### config.mk
export PLATFORM = sky130hd
export DESIGN_NAME = msc_eval
export DESIGN_NICKNAME = d
export VERILOG_FILES = /design/src/sv/msc_pkg.sv /design/src/sv/msc_eval.sv
export SDC_FILE = /design/constraint.sdc
export NUM_CORES = 2
export LEC_CHECK = 0
export BUFFER_PORTS_ARGS = -buffer_cell sky130_fd_sc_hd__clkbuf_2
export CAP_MARGIN = 10
export CORE_AREA = 2 2 412 414
export DETAILED_ROUTE_END_ITERATION = 7
export DIE_AREA = 0 0 414 416
export PLACE_DENSITY = 0.4
export SLEW_MARGIN = 30
export SYNTH_ARGS = -nofsm -noshare
export SYNTH_HDL_FRONTEND = slang
export SYNTH_SLANG_ARGS = --single-unit
### constraint.sdc
create_clock -name vclk -period 13.3
set_input_delay 0.665 -clock vclk [all_inputs]
set_output_delay 0.665 -clock vclk [all_outputs]
set_load 0.02 [all_outputs]
### src/sv/msc_pkg.sv
// ---------------------------------------------------------------------------
// MESI snoop coherence package
// Shared constants, state and status codes, and the result record.
// ---------------------------------------------------------------------------
package msc_pkg;

    localparam int NUM_CPUS_D   = 4;
    localparam int SETS_D       = 64;
    localparam int WAYS_D       = 4;
    localparam int LINE_BYTES_D = 64;

    localparam logic [1:0] ST_I = 2'd0;
    localparam logic [1:0] ST_S = 2'd1;
    localparam logic [1:0] ST_E = 2'd2;
    localparam logic [1:0] ST_M = 2'd3;

    localparam logic [2:0] RS_READ_HIT  = 3'd0;
    localparam logic [2:0] RS_MISS_SHR  = 3'd1;
    localparam logic [2:0] RS_MISS_OWN  = 3'd2;
    localparam logic [2:0] RS_MEM_READ  = 3'd3;
    localparam logic [2:0] RS_WRITE_HIT = 3'd4;
    localparam logic [2:0] RS_WRITE_MIS = 3'd5;
    localparam logic [2:0] RS_UPGRADE   = 3'd6;

    typedef struct packed {
        logic        others_invalidated;
        logic [1:0]  line_state;
        logic [31:0] writeback_addr;
        logic        writeback_valid;
        logic [31:0] mem_read_addr;
        logic        mem_read_valid;
        logic [2:0]  status;
    } t_result;

endpackage

### src/sv/msc_eval.sv
// ---------------------------------------------------------------------------
// MESI snoop coherence set update
// Tag match, snoop, victim choice and LRU update over one set of all caches.
// ---------------------------------------------------------------------------
module msc_eval #(
    parameter int NUM_CPUS   = 4,
    parameter int WAYS       = 4,
    parameter int LINE_BYTES = 64,
    parameter int CPU_W      = 2,
    parameter int TAG_W      = 26,
    parameter int AGE_W      = 2,
    parameter int ENT_W      = 30
) (
    input  logic [CPU_W-1:0]               i_cpu,
    input  logic                           i_wr,
    input  logic [TAG_W-1:0]               i_tag,
    input  logic [NUM_CPUS*WAYS*ENT_W-1:0] i_rword,
    output logic [NUM_CPUS*WAYS*ENT_W-1:0] o_wword,
    output msc_pkg::t_result               o_res
);
    import msc_pkg::*;

    localparam int WAY_W = (WAYS > 1) ? $clog2(WAYS) : 1;

    logic [1:0]       st   [NUM_CPUS][WAYS];
    logic [AGE_W-1:0] age  [NUM_CPUS][WAYS];
    logic [TAG_W-1:0] tg   [NUM_CPUS][WAYS];
    logic             hitv [NUM_CPUS];
    logic [WAY_W-1:0] hitw [NUM_CPUS];
    logic [1:0]       cur;
    logic [1:0]       newst;
    logic             fill;
    logic             found;
    logic             vfound;
    logic [WAY_W-1:0] vic;
    logic [WAY_W-1:0] tw;
    logic [AGE_W-1:0] ta;
    logic [TAG_W-1:0] vtag;

    always_comb begin
        o_res = '0;
        fill  = 1'b0;
        found = 1'b0;
        newst = ST_I;
        for (int c = 0; c < NUM_CPUS; c++) begin
            hitv[c] = 1'b0;
            hitw[c] = '0;
            for (int w = 0; w < WAYS; w++) begin
                st[c][w]  = i_rword[(c*WAYS+w)*ENT_W +: 2];
                age[c][w] = i_rword[(c*WAYS+w)*ENT_W+2 +: AGE_W];
                tg[c][w]  = i_rword[(c*WAYS+w)*ENT_W+2+AGE_W +: TAG_W];
                if (!hitv[c] && st[c][w] != ST_I && tg[c][w] == i_tag) begin
                    hitv[c] = 1'b1;
                    hitw[c] = WAY_W'(w);
                end
            end
        end
        cur = hitv[i_cpu] ? st[i_cpu][hitw[i_cpu]] : ST_I;

        if (!i_wr) begin
            if (hitv[i_cpu]) begin
                o_res.status = RS_READ_HIT;
                newst        = cur;
            end else begin
                o_res.status = RS_MEM_READ;
                for (int c = 0; c < NUM_CPUS; c++) begin
                    if (!found && CPU_W'(c) != i_cpu && hitv[c]) begin
                        found = 1'b1;
                        if (st[c][hitw[c]] == ST_S) begin
                            o_res.status = RS_MISS_SHR;
                        end else begin
                            o_res.status     = RS_MISS_OWN;
                            st[c][hitw[c]] = ST_S;
                        end
                    end
                end
                if (!found) begin
                    o_res.mem_read_valid = 1'b1;
                    o_res.mem_read_addr  = 32'(40'(i_tag) * 40'(LINE_BYTES));
                    newst                = ST_E;
                end else begin
                    newst = ST_S;
                end
                fill = 1'b1;
            end
        end else begin
            newst = ST_M;
            if (cur == ST_M) begin
                o_res.status = RS_WRITE_HIT;
            end else begin
                for (int c = 0; c < NUM_CPUS; c++) begin
                    if (CPU_W'(c) != i_cpu && hitv[c]) begin
                        st[c][hitw[c]]           = ST_I;
                        o_res.others_invalidated = 1'b1;
                    end
                end
                if (hitv[i_cpu]) begin
                    o_res.status                 = RS_UPGRADE;
                    st[i_cpu][hitw[i_cpu]] = ST_M;
                end else begin
                    o_res.status = RS_WRITE_MIS;
                    fill         = 1'b1;
                end
            end
        end

        vfound = 1'b0;
        vic    = '0;
        for (int w = 0; w < WAYS; w++) begin
            if (!vfound && st[i_cpu][w] == ST_I) begin
                vfound = 1'b1;
                vic    = WAY_W'(w);
            end
        end
        if (!vfound) begin
            for (int w = 1; w < WAYS; w++) begin
                if (age[i_cpu][w] > age[i_cpu][vic]) begin
                    vic = WAY_W'(w);
                end
            end
        end
        vtag = tg[i_cpu][vic];
        if (fill) begin
            if (st[i_cpu][vic] == ST_M) begin
                o_res.writeback_valid = 1'b1;
                o_res.writeback_addr  = 32'(40'(vtag) * 40'(LINE_BYTES));
            end
            tg[i_cpu][vic] = i_tag;
            st[i_cpu][vic] = newst;
        end

        tw = fill ? vic : hitw[i_cpu];
        ta = age[i_cpu][tw];
        for (int w = 0; w < WAYS; w++) begin
            if (age[i_cpu][w] < ta) begin
                age[i_cpu][w] = age[i_cpu][w] + 1'b1;
            end
        end
        age[i_cpu][tw] = '0;

        o_res.line_state = newst;
        for (int c = 0; c < NUM_CPUS; c++) begin
            for (int w = 0; w < WAYS; w++) begin
                o_wword[(c*WAYS+w)*ENT_W +: ENT_W] = {tg[c][w], age[c][w], st[c][w]};
            end
        end
    end

endmodule

==> impl.org <==
** Global route
- After global routing the overflow that remains totals 0.
- Met1 usage in global routing :: 31.77%
- GRT Overall Usage :: 25.36%
- Antenna violations before repair :: 47
- Maximum number of pins on one net before global-route repair :: 65
- In the global route stage, met3 resource usage came out at 5.876%.
- The number of global-route vias before repair is 26.53k.
- Met2 usage in global routing :: 42.91%
- Most used routing layer in global routing :: met2
- The first global-routing pass estimated 290800 um of wire.

** Clock network
- Hold repair after CTS inserted 0 buffers.
- CTS-repair resized insts :: 0
- Once the clock tree was built, the setup fixing pass inserted 0 buffers.

** Timing
- Final setup violation count :: 0
- RSZ-0062 raised after global routing :: no
- Max-slew headroom at the worst pin :: 30.51%
- Number of pins exceeding their max-slew limit in the final report :: 0
- Setup total negative slack on the finished layout was measured at 0 ns.
- Pin slew with the least headroom to its limit :: 1.042 ns
- Hold Vio Cnt, Final :: 0
- Final hold analysis gives a worst-case slack of 1.659 ns.
- Static timing analysis puts the maximum clock frequency at 0.07907 GHz.
- The worst path uses 95.10% of the clock period.
- After layout, the minimum clock period comes to 12.65 ns.

** Routing
- Total number of vias :: 27.40k
- Using the TritonRoute via totals, the vias-per-cell ratio works out to 4.805.
- Per-cell routed wire length :: 40.42 um
- Total wire length :: 230500 um
- The first TritonRoute pass finished after 6 iterations.
- The count of nets left with antenna violations once routing finished came out at 0.
- DR iter-0 viols :: 3208
- For this run, design rule violations remaining after detail routing come to 0.

** Power
- Sequential share of power :: 0%
- Internal Power :: 1.047 mW
- Summed over all nets, the switching power comes to 1.805 mW.
- Power spread over the standard cell area amounts to 96.40 nW/um^2.
- Of the total power, the clock network draws 0%.
- VDD sags by at most 53.52 uV.
- Combinational Power Share :: 100.0%
- Total leakage power :: 12.65 nW
- Switching part of the total :: 63.29%

** Setup path
- Critical-path top delay cell :: sky130_fd_sc_hd__nor3_1
- Total number of cells along the worst setup path :: 44
- STA classifies the critical path endpoint as an output port.
- The critical path is of the primary input to output port type.
- CP most frequent cell :: sky130_fd_sc_hd__buf_4
- Critical Path Start Type :: primary input
- The largest single stage delay on the critical path is 0.60 ns.
- Critical-path maximum fanout :: 16
- Crit path buf inv count :: 9
- At the worst endpoint, the arrival time is 11.98 ns.
- STA puts the critical path data required time at 12.64 ns.
- Among cell families on the critical path, the largest total delay comes from compound AO/OA/AOI/OAI gates.

** Floorplan
- Core ar. :: 168100 sq um
- From bottom edge to top edge, the die measures 416 um.
- Std cell rows :: 151
- For this design the top-level I/O count stands at 1061.
- For this configuration, the core starts out at a cell density of 11.50%.
- The die covers 172200 sq um.
- Die Wd :: 414 um

** Place
- Post-detailed-placement cell area :: 29520 sq um
- Input and output buffers added on the ports amount to 1049.
- Once detailed placement completed, the half-perimeter wirelength came to 196000 um.
- After detailed placement, the design holds a cell count of 5691.
- Weighted congestion reported at the end of routability-driven placement :: 0.9940

** Synthesis
- Share of the synthesized area in the top cell type :: 22.88%
- The largest total area in the synthesized netlist belongs to sky130_fd_sc_hd__mux2_2.
- Summing every instance area after synthesis gives 19340 sq um.
- Dominant combinational cell family by area after synthesis :: multiplexers
- Synthesis instantiated 99 different standard cells from the library.
- During synthesis, Yosys emitted a total of 0 warnings.
- Share of cell area taken by muxes after synthesis :: 41.31%
- Average footprint of a synthesized cell :: 8.087 sq um
- Of the synthesized area, sequential elements account for 0%.
- Xor and xnor area share after synthesis :: 18.93%
- Gate count of the mapped netlist :: 2392
- The synthesized netlist devotes 19.25% of its cell area to simple gates.
- Summing the areas of all compound-gate instances in the mapped netlist gives 13.41% of the synthesized area.
- Cells taking the most area after synthesis :: sky130_fd_sc_hd__mux2_2 23%, sky130_fd_sc_hd__mux4_2 14%, sky130_fd_sc_hd__xor2_1 9.6%, sky130_fd_sc_hd__xnor2_1 9.3%, sky130_fd_sc_hd__nand2_1 4.7%
- The synthesized netlist devotes 0.4463% of its cell area to adder and majority cells.

** Worst hold path
- The min-delay analysis places its worst path in the category primary input to output port.
- Startpoint of the most critical hold path :: i_rword[63]
- The path with the worst hold slack has its endpoint at o_wword[63].
- The worst hold path passes through 4 cells.

** Final layout
- Total area of sequential cells :: 0 sq um
- Most frequent standard cell in the layout excluding fill and tap cells :: sky130_fd_sc_hd__clkbuf_2
- Post-Layout Inst Area :: 29590 sq um
- At the end of the flow, the number of nets in the layout was 3990.
- Clock buffers in the final layout number 0.
- In the final layout, the share of cells above drive strength 1 is 54.65%.
- Relative area change from synthesis to final layout :: 52.95%
- Area of the multi-input gates :: 18240 sq um
- For this run, the number of standard cells in the final layout without fillers is 5703.
- Cells fill 17.60% of the core in the end.
- Commonest non-fill, non-tap cells in the layout :: 1010 x sky130_fd_sc_hd__clkbuf_2, 393 x sky130_fd_sc_hd__mux2_2, 242 x sky130_fd_sc_hd__nand2_1
- Number of filler cells placed in the layout :: 19.38k
- Count of sequential standard cells :: 0

** Run
- Max-cap violation count :: 0

** Run status
- Outcome :: completed
==> through the flow <==
stage | worst slack (ns) | power (mW)
after floorplan | 1.565 | 1.346
after global placement | 0.4503 | 2.850
after detailed placement | 0.4574 | 2.836
after CTS | 0.3780 | 2.847
after global routing | 0.02810 | 2.937
final | 0.6523 | 2.852
==> power by group through the flow <==
stage                   clock, mW  sequential [mW]  combinational, mW
floorplan                       0                0               1.35
global placement                0                0               2.85
detailed placement              0                0               2.84
CTS                             0                0               2.85
global route        0.00000000137                0               2.94
finish               0.0000000849                0               2.85
==> synth_stat cells (9+ instances only) <==
| library cell | n |
|---|---|
| sky130_fd_sc_hd__buf_2 | 75 |
| sky130_fd_sc_hd__o2111ai_1 | 12 |
| sky130_fd_sc_hd__o31ai_1 | 11 |
| sky130_fd_sc_hd__a211oi_1 | 19 |
| sky130_fd_sc_hd__inv_1 | 40 |
| sky130_fd_sc_hd__o21a_1 | 9 |
| sky130_fd_sc_hd__mux2i_1 | 78 |
| sky130_fd_sc_hd__or4_1 | 12 |
| sky130_fd_sc_hd__nand3_1 | 51 |
| sky130_fd_sc_hd__nor3_1 | 33 |
| sky130_fd_sc_hd__o2bb2ai_1 | 11 |
| sky130_fd_sc_hd__nor4_1 | 81 |
| sky130_fd_sc_hd__o211ai_1 | 12 |
| sky130_fd_sc_hd__nand2_1 | 243 |
| sky130_fd_sc_hd__o22ai_1 | 22 |
| sky130_fd_sc_hd__buf_1 | 14 |
| sky130_fd_sc_hd__xnor2_1 | 206 |
| sky130_fd_sc_hd__nor2_1 | 85 |
| sky130_fd_sc_hd__o21ai_0 | 64 |
| sky130_fd_sc_hd__nand4_1 | 72 |
| sky130_fd_sc_hd__a22o_1 | 20 |
| sky130_fd_sc_hd__xor2_1 | 212 |
| sky130_fd_sc_hd__mux4_2 | 123 |
| sky130_fd_sc_hd__a31oi_1 | 23 |
| sky130_fd_sc_hd__a21oi_1 | 50 |
| sky130_fd_sc_hd__and2_1 | 38 |
| sky130_fd_sc_hd__mux2_2 | 393 |
| sky130_fd_sc_hd__buf_4 | 16 |
| sky130_fd_sc_hd__a22oi_1 | 17 |
| sky130_fd_sc_hd__clkbuf_1 | 143 |
| sky130_fd_sc_hd__and3_1 | 43 |
| sky130_fd_sc_hd__and4_1 | 13 |
==> final cells by class <==
type,count,share of cell area (%)
diodes,12,0.1015
inverters,41,0.5201
multi-input cells,2110,61.65
well taps,2218,9.379
repair buffers,1322,28.35
==> metal layers <==
| metal | routed length, um | up-vias |
|---|---|---|
| li1 | - | 11140 |
| met1 | 93490 | 14206 |
| met2 | 108800 | 1726 |
| met3 | 18850 | 291 |
| met4 | 9132 | 38 |
| met5 | 244 | - |
==> logic make-up (layout without fill, tap and decap cells) <==
kind of cell	count (synthesis)	in the layout
and+or+nand+nor	721	721
xor gates and xnor gates	418	418
adders and majority gates	7	7
AOI/OAI and AO/OA	357	357
other	1	24
buffers and inverters	293	1363
muxes	595	595
==> tightest hold or removal path, delay by kind of cell <==
family	cells	cell delay (ns)
buf+inv	3	0.28
compound gates	1	0.05
==> worst max path at each step <==
stage                    from            to  slack [ns]
finish              i_tag[17]  o_wword[453]        0.65
global route        i_tag[22]  o_wword[453]        0.03
CTS                  i_tag[5]  o_wword[453]        0.38
detailed placement   i_tag[5]  o_wword[453]        0.46
global placement     i_tag[5]  o_wword[453]        0.45
floorplan            i_tag[0]  o_wword[122]        1.57
Power figures use the tool's default switching activity.
