===== src/sv/msc_ram.sv =====
// ---------------------------------------------------------------------------
// MESI snoop coherence set memory
// Single-port-write, single-port-read synchronous RAM, registered read data.
// ---------------------------------------------------------------------------
module msc_ram #(
    parameter int DEPTH = 64,
    parameter int AW    = 6,
    parameter int DW    = 8
) (
    input  logic          i_clk,
    input  logic          i_we,
    input  logic [AW-1:0] i_waddr,
    input  logic [DW-1:0] i_wdata,
    input  logic          i_re,
    input  logic [AW-1:0] i_raddr,
    output logic [DW-1:0] o_rdata
);

    logic [DW-1:0] r_mem [DEPTH];
    logic [DW-1:0] r_rdata;

    always_ff @(posedge i_clk) begin
        if (i_we) begin
            r_mem[i_waddr] <= i_wdata;
        end
        if (i_re) begin
            r_rdata <= r_mem[i_raddr];
        end
    end

    assign o_rdata = r_rdata;

endmodule


===== config.mk =====
export PLATFORM = sky130hd
export DESIGN_NAME = msc_ram
export DESIGN_NICKNAME = d
export VERILOG_FILES = /design/src/sv/msc_ram.sv
export SDC_FILE = /design/constraint.sdc
export NUM_CORES = 1
export LEC_CHECK = 0
export ABC_AREA = 1
export BUFFER_PORTS_ARGS = -buffer_cell sky130_fd_sc_hd__buf_2
export CORE_AREA = 2 2 235 237
export DETAILED_ROUTE_END_ITERATION = 8
export DIE_AREA = 0 0 237 239
export PLACE_DENSITY = 0.52
export SLEW_MARGIN = 20
export SYNTH_ARGS = -nofsm -noshare
export SYNTH_HDL_FRONTEND = slang
export SYNTH_SLANG_ARGS = --single-unit
export TNS_END_PERCENT = 1

===== constraint.sdc =====
create_clock -name i_clk -period 2.6 [get_ports i_clk]
set_input_delay 0.13 -clock i_clk [delete_from_list [all_inputs] [get_ports i_clk]]
set_output_delay 0.13 -clock i_clk [all_outputs]
set_load 0.05 [all_outputs]

==> key figures, run 1 <==
Place
  • Area after DPL: 22600 µm²
  • Hpwl dp: 34.4 mm
  • Routability cong.: 0.900
  • Dpl cells: 2536
  • DP Worst Slack: 523 ps
  • PortBufs: 30

Power and ir drop
  • Peak supply drop: 0.478 mV
  • PD cells: 732 nW/µm²
  • Leak: 8.83 nW
  • Tot Pwr: 17.8 mW

Worst setup path
  • Largest delay share family, worst path: simple AND/OR/NAND/NOR gates
  • Critical path class: in2reg
  • Worst path cell trace: buf_2 -> inv_1 -> nand4_1 -> nor2_1
  • CP arrival: 1730 ps
  • Crit path required time: 2820 ps
  • CP Launch Type: input pin
  • Worst path max stage delay: 910 ps
  • CP bufs+invs: 2
  • CP max stage cell: nor2_1
  • Crit Path Max Fanout: 9
  • Worst setup EP type: flip-flop

Clock tree
  • Worst-path clk slew: 60 ps
  • H-Tree Depth: 2
  • CTS sink cnt: 520
  • Post-CTS Setup Repair Bufs: 0
  • Worst skew pair latency: 600 ps
  • Max clock buf depth: 3
  • CTS tree: built
  • Root Driver: clkbuf_16
  • CTS Buf Count: 54

STA
  • Slew @ Worst Pin: 1070 ps
  • Hold_ws: 64.1 ps
  • Setup TNS: 0 ps
  • Final setup fails: 0
  • Peak Freq: 664 MHz
  • Final WS setup: 1090 ps
  • RSZ-0062 raised after global routing: no
  • Clock skew: 22.8 ps
  • Max_slew headroom: 28.3%
  • Fin. Hold Viols: 0
  • Final Max Tran Viols: 0
  • Min Tclk post-route: 1510 ps
  • Fin crit share: 58.0%

GRT
  • First-pass GRT wire length: 86.2 mm
  • Met3 usage: 3.45%
  • Vias in the first global route: 13400
  • GRT Residual Overflow: 0
  • Met2 Track Usage GR: 31.6%
  • Pin count of the biggest net entering global routing: 123
  • GR Util met1: 29.6%
  • GRT busiest layer: met2
  • Total GRT Usage: 20.5%
  • Initial antenna violation count: 4

Outcome
  • Status: finished, final reports clean

Die
  • Initial Util: 39.4%
  • Core Region: 54300 µm²
  • Die Y: 239 µm
  • I/O pins: 31
  • Die area: 56600 µm²
  • Site row count: 86
  • Chip Width: 237 µm

Worst hold path
  • Hold Path Class: in2reg

Synthesis
  • Share of the synthesized area in the top cell type: 72.9%
  • Distinct cell type count after synthesis: 15
  • Syn_nets: 1828
  • Synth area leader: edfxtp_1
  • FF+latch count, synth: 520
  • Mapped Area: 21400 µm²
  • Syn_area_per_cell: 11.9 µm²
  • Synth top area cells: edfxtp_1, nand2_1, nand3_1
  • Yosys warnings: 0
  • Synthesized netlist cell count: 1805
  • Sequential area share after synthesis: 72.9%

Cells and area
  • Final core occ: 44.8%
  • Share of cells above drive strength 1: 11.0%
  • Post-route cell area: 24300 µm²
  • Non-Filler Instances: 2635
  • NumNets Final: 1915
  • Area growth from synthesis to layout: 13.6%

Route
  • Routed vias: 13900
  • WL final: 57.4 mm
  • DR iter-0 viols: 1431
  • First drt pass iteration count: 5
  • Wire per inst: 21.8 µm
  • Vias per cell: 5.26
  • Routed Antenna Nets: 0
  • DR DRC count: 0

Job
  • # Max-Cap Violations: 0
## synthesized netlist by cell type (all sizes together)
cell,number
nand2,648
edfxtp,520
nand3,439
buf,98
nor2,56
clkbuf,15
inv,12
nand4,9
nor4,8
## path summary, 6_finish.rpt
kind / start / endpoint / slack (ps) / depth (start not counted)
worst max-delay path: i_waddr[0] / r_mem[20][6]$_DFFE_PP_ / 1090 / 4
worst min-delay path: i_wdata[7] / r_mem[61][7]$_DFFE_PP_ / 60 / 2
worst max register to register: r_mem[3][3]$_DFFE_PP_ / o_rdata[3]$_DFFE_PP_ / 1160 / 8
worst min register to register: r_mem[44][5]$_DFFE_PP_ / o_rdata[5]$_DFFE_PP_ / 900 / 8
## cell usage in the layout (no fill, tap or decap)
cell type      instances
inv_1                  9
buf_12                13
nor4_1                 8
diode_2                1
inv_6                  3
nand4_1                9
clkinv_2               8
clkbuf_1              11
inv_4                  1
clkinv_1              14
bufinv_16              4
dlygate4sd3_1          4
clkinv_8               1
buf_4                 98
nor2_1                56
clkbuf_16             54
buf_2                 28
clkbuf_8               1
nand3_1              439
inv_2                  1
nand2_1              648
edfxtp_1             520
## state kept, by name, summed over array words and instances (netlist names)
| name | count |
|---|---|
| o_rdata | 8 |
| r_mem | 512 |
## metal layers
layer  share of wire (%)  wire [µm]
met5               0.089         51
met4                 2.7       1560
met2                  45      26000
met3                 6.2       3580
met1                  46      26300
## kinds of logic after synthesis
family | count (synthesis) | synth area share, %
flip-flops | 520 | 72.9
buffers and inverters | 125 | 4.01
AND/OR/NAND/NOR | 1160 | 23.1
## where the power goes
group          internal, mW  leakage [nW]  switching (mW)
sequential             9.30          4.69          0.0272
combinational         0.294          3.34           0.877
clock                  4.18         0.804            3.13
total                  13.8          8.83            4.04
## cell type report
| cell class | count | area, µm² |
|---|---|---|
| Multi-Input combinational cell | 1160 | 4950 |
| Antenna cell | 1 | 2.50 |
| Clock buffer | 65 | 1390 |
| Fill cell | 5004 | 30000 |
| Timing Repair Buffer | 144 | 1190 |
| Inverter | 12 | 52.6 |
| Sequential cell | 520 | 15600 |
| Clock inverter | 29 | 246 |
| Tap cell | 704 | 881 |
## timing repair
item / 4_1_cts / 5_1_grt
endpoints found under the hold margin: 32 / 0
hold buffers: 4 / 0
resized for setup: 0 / 0
(Power assumes the default switching activity.)
==> inputs of run 2 (changes only) <==
- clock period: 2.6 -> 1.4 ns (I/O delays scaled with it)
==> key figures, run 2 (synthesis results as in run 1) <==
Route
  • Routed Antenna Nets: 0
  • Vias per cell: 5.24
  • Routed vias: 14200
  • Max layer used: met5
  • WL final: 58.8 mm
  • First drt pass iteration count: 5
  • DR DRC count: 0
  • Wl on met1: 26.9 mm
  • Wire per inst: 21.7 µm
  • WL met3: 3.32 mm
  • DR iter-0 viols: 1205
  • Met2 wire len: 27.2 mm

Worst setup path
  • Critical path class: reg2reg
  • Crit Path Max Fanout: 1
  • CP Launch Type: flip-flop
  • R2R cell count: 8
  • Crit path required time: 1760 ps
  • Worst setup EP type: flip-flop
  • CP arrival: 1720 ps

STA
  • Fin crit share: 97.7%
  • Final Max Tran Viols: 0
  • Max_slew headroom: 66.8%
  • Hold_ws: 197 ps
  • Slew @ Worst Pin: 497 ps
  • Clock skew: 16.3 ps
  • RSZ-0062 raised after global routing: yes
  • Final setup fails: 0
  • Fin. Hold Viols: 0
  • Min Tclk post-route: 1370 ps
  • Peak Freq: 731 MHz

Clock tree
  • Worst skew pair latency: 620 ps
  • Post-CTS Setup Repair Bufs: 0
  • CTS tree: built
  • CTS sink cnt: 520
  • Root Driver: clkbuf_16
  • H-Tree Depth: 2
  • CTS Buf Count: 56
  • Max clock buf depth: 3
  • Worst-path clk slew: 60 ps

Die
  • Die area: 56600 µm²
  • Site row count: 86
  • I/O pins: 31
  • Chip Width: 237 µm
  • Initial Util: 39.4%
  • Die Y: 239 µm
  • Core Region: 54300 µm²

Cells and area
  • Filler instances: 4829
  • Area of the multi-input gates: 5380 µm²
  • Diodes inserted: 0
  • Area growth from synthesis to layout: 20.4%
  • Largest register by flop count: r_mem
  • Max reg flops: 512
  • Commonest cells after routing, fill and taps aside: nand2_1, edfxtp_1, nand3_1
  • Register area: 15600 µm²
  • NumNets Final: 1990
  • Share of cells above drive strength 1: 19.4%
  • Non-Filler Instances: 2716
  • Commonest non-fill, non-tap cell in the layout: nand2_1

Outcome
  • Status: finished, final reports clean

Job
  • # Max-Cap Violations: 0

Place
  • Hpwl dp: 35.7 mm
  • Dpl cells: 2600
  • Routability cong.: 0.830
  • PortBufs: 30

Power and ir drop
  • Leak: 9.49 nW
  • Peak supply drop: 0.928 mV
  • PD cells: 1350 nW/µm²

GRT
  • Total GRT Usage: 20.8%
  • GRT Residual Overflow: 0
  • Pin count of the biggest net entering global routing: 65
  • Vias in the first global route: 14100
  • Initial antenna violation count: 2
  • First-pass GRT wire length: 88.1 mm

Worst hold path
  • Hold Path Class: in2reg
  • WHS Path Cells: 5
==> run 2: changes by cell type in the layout (fill, tap and decap cells not counted), sizes merged <==
cell / previous run / this run
buf: 139 / 203
dlygate4sd3: 4 / 13
bufinv: 4 / 8
clkinvlp: 0 / 4
clkinv: 23 / 25
clkbuf: 66 / 65
diode: 1 / 0
==> run 2: final timing paths <==
kind,startpoint,end,slack (ps)
max,r_mem[24][1]$_DFFE_PP_,o_rdata[1]$_DFFE_PP_,30
min,i_raddr[4],o_rdata[0]$_DFFE_PP_,200
min reg2reg,r_mem[0][0]$_DFFE_PP_,o_rdata[0]$_DFFE_PP_,910
max reg2reg,r_mem[24][1]$_DFFE_PP_,o_rdata[1]$_DFFE_PP_,30
==> run 2: worst max-delay path, stage by stage, from the launching register on <==
cell and delay (ps):
edfxtp_1 380, nand2_1 100, nand3_2 100, nand3_2 100
nand2_2 80, nand2_1 90, nand3_2 110, nand3_1 100
nand2_1 70
==> run 2: layout make-up <==
cell class,count,area share [%]
Clock inverter,39,1.58
Sequential cell,520,60.5
Inverter,12,0.204
Multi-Input combinational cell,1160,20.9
Tap cell,704,3.41
Clock buffer,64,5.63
Timing Repair Buffer,217,7.77
==> run 2: metal layers <==
metal | global-route usage [%] | vias to the layer above
met5 | 0 | -
met4 | 6.06 | 4
met3 | 3.09 | 93
met2 | 33.2 | 454
met1 | 29.7 | 6986
li1 | - | 6684
==> run 2: report_power, final <==
group,switching (mW),internal [mW],total (mW)
Clock,6.13,8.90,15.0
Combinational,1.76,0.800,2.56
Sequential,0.0427,17.3,17.3
Total,7.93,27.0,34.9
==> run 2: per-stage QoR <==
| step | setup TNS, ps | power (mW) | instance area [µm²] | utilization, % | worst slack, ps |
|---|---|---|---|---|---|
| CTS | -265 | 35.1 | 25400 | 46.8 | -61.3 |
| finish | 0 | 34.9 | 25800 | 47.5 | 32.6 |
| detailed placement | -3080 | 20.1 | 23400 | 43.1 | -446 |
| global route | -96.4 | 35.9 | 25800 | 47.5 | -24.7 |
| global placement | -2990 | 20.0 | 23400 | 43.1 | -413 |
| floorplan | -79070 | 18.9 | 21500 | - | -272 |
==> run 2: what timing repair did <==
item	4_1_cts	5_1_grt
hold buffers	13	0
pin swaps	2	26
endpoints found under the setup margin	11	8
gates resized for setup	7	87
hold endpoints to repair	246	0
==> inputs of run 3 (changes only) <==
- CORE_AREA: 2 2 235 237 -> 2 2 302 185
- DIE_AREA: 0 0 237 239 -> 0 0 304 187
==> key figures, run 3 (synthesis results as in run 1) <==
Worst setup path
  • Crit Path Max Fanout: 1
  • Worst setup EP type: primary output
  • CP Launch Type: flip-flop
  • Critical path class: reg2out
  • FF-to-FF Start: r_mem[25][0]$_DFFE_PP_
  • CP arrival: 1360 ps
  • Worst path max stage delay: 560 ps
  • CP max stage cell: edfxtp_1
  • Largest delay share family, worst path: flip-flops
  • Worst path cell trace: buf_6
  • CP bufs+invs: 1
  • CP startpoint: o_rdata[4]$_DFFE_PP_
  • Crit path required time: 1330 ps

Power and ir drop
  • Cell Int Power: 25.0 mW
  • Total net switching power: 7.51 mW
  • Sequential power share: 53.2%
  • Gate power share: 8.3%
  • Peak supply drop: 0.899 mV
  • Clk pwr share: 38.6%
  • Leak: 9.42 nW
  • Tot Pwr: 32.6 mW
  • PD cells: 1270 nW/µm²
  • Switching Fraction: 23.1%

Cells and area
  • Post-route cell area: 25700 µm²
  • Final core occ: 47.1%
  • Share of cells above drive strength 1: 20.0%
  • NumNets Final: 1990
  • Area of the multi-input gates: 5560 µm²
  • Non-Filler Instances: 2727
  • Largest register by flop count: r_mem
  • Register area: 15600 µm²
  • Commonest non-fill, non-tap cell in the layout: nand2_1
  • Commonest cells after routing, fill and taps aside: nand2_1, edfxtp_1, nand3_1
  • Area growth from synthesis to layout: 19.9%
  • Max reg flops: 512
  • Filler instances: 4944

GRT
  • Pin count of the biggest net entering global routing: 65
  • Vias in the first global route: 13400
  • First-pass GRT wire length: 88.3 mm
  • Total GRT Usage: 20.9%
  • GRT Residual Overflow: 0
  • Initial antenna violation count: 2

Die
  • Initial Util: 39.2%
  • Die Y: 187 µm
  • Core Region: 54600 µm²
  • Site row count: 67
  • Die area: 56800 µm²
  • Chip Width: 304 µm
  • I/O pins: 31

STA
  • Final setup fails: 1
  • Slew @ Worst Pin: 518 ps
  • Fin. Hold Viols: 4
  • Hold_ws: -6.35 ps
  • RSZ-0062 raised after global routing: yes
  • Min Tclk post-route: 1430 ps
  • Peak Freq: 702 MHz
  • Clock skew: 12.8 ps
  • Final Max Tran Viols: 0
  • Fin crit share: 102%
  • Max_slew headroom: 65.4%
  • Setup TNS: -25.0 ps
  • Final WS setup: -25.0 ps

Worst hold path
  • Min-delay src: i_wdata[5]
  • Hold Path Class: in2reg

Clock tree
  • Root Driver: clkbuf_16
  • CTS Buf Count: 47
  • H-Tree Depth: 2
  • Worst skew pair latency: 570 ps
  • CTS sink cnt: 520
  • CTS tree: built
  • Post-CTS Setup Repair Bufs: 0
  • Max clock buf depth: 3
  • Worst-path clk slew: 70 ps

Place
  • Routability cong.: 0.813
  • Area after DPL: 23600 µm²
  • Hpwl dp: 37.5 mm
  • Dpl cells: 2639
  • PortBufs: 30

Outcome
  • Status: finished with violations
  • Failing checks: negative hold slack, negative setup slack

Route
  • Routed vias: 14300
  • Vias per cell: 5.26
  • DR iter-0 viols: 1669
  • Wire per inst: 22.1 µm
  • First drt pass iteration count: 5
  • DR DRC count: 0
  • WL final: 60.2 mm
  • Routed Antenna Nets: 0

Job
  • # Max-Cap Violations: 0
-- run 3: changes by cell type in the layout (fill, tap and decap cells not counted), moves of 5 or more --
cell,previous run,this run
nand2_2,31,19
nand3_1,383,351
clkinv_2,17,6
nand2_1,617,628
buf_4,146,160
clkbuf_1,7,15
nand3_4,4,9
dlygate4sd3_1,13,3
nand3_2,52,79
bufinv_16,8,3
clkbuf_16,57,49
-- run 3: power by group through the flow --
| stage | logic (mW) | registers [mW] | clock network (mW) |
|---|---|---|---|
| after floorplan | 1.22 | 17.7 | 0 |
| after global placement | 2.49 | 17.6 | 0 |
| after detailed placement | 2.50 | 17.6 | 0 |
| after CTS | 2.56 | 17.3 | 12.8 |
| after global routing | 2.90 | 17.3 | 13.5 |
| final | 2.69 | 17.3 | 12.6 |
-- run 3: path summary, 6_finish.rpt --
check                                         endpoint  slack (ps)  cells past startpoint
worst max-delay path                        o_rdata[4]         -30                      1
worst min-delay path            r_mem[52][5]$_DFFE_PP_          -6                      2
worst max register to register    o_rdata[0]$_DFFE_PP_          10                      8
worst min register to register    o_rdata[4]$_DFFE_PP_         890                      8
-- run 3: routing by layer --
metal  up-vias  share of wire, %  routed length (µm)  track usage [%]
met5         -                 0                   0                0
met4         0               1.5                 889             4.04
met3        65               9.3                5600             4.78
met2       521                40               23900             27.6
met1      7062                49               29800             34.3
li1       6684                 -                   -                -
-- run 3: layout make-up --
cell class / instances / share of cell area (%)
clock buffer: 64 / 4.99
sequential: 520 / 60.8
tap: 724 / 3.53
clock inverter: 19 / 0.629
antenna: 2 / 0.0195
inverter: 12 / 0.214
timing repair buffer: 226 / 8.15
multi-input combinational: 1160 / 21.6
-- run 3: through the flow --
stage	hold slack, ps	setup WS, ps
2_1_floorplan	169	-272
3_3_place_gp	353	-497
3_5_place_dp	360	-490
4_1_cts	21.3	-29.0
5_1_grt	25.3	-50.3
6_report	-6.35	-25.0
-- run 3: timing repair --
item / 4_1_cts / 5_1_grt
pin swaps: 3 / 27
endpoints found under the setup margin: 10 / 10
hold endpoints to repair: 16 / 0
hold buffers: 3 / 0
gates resized for setup: 30 / 93
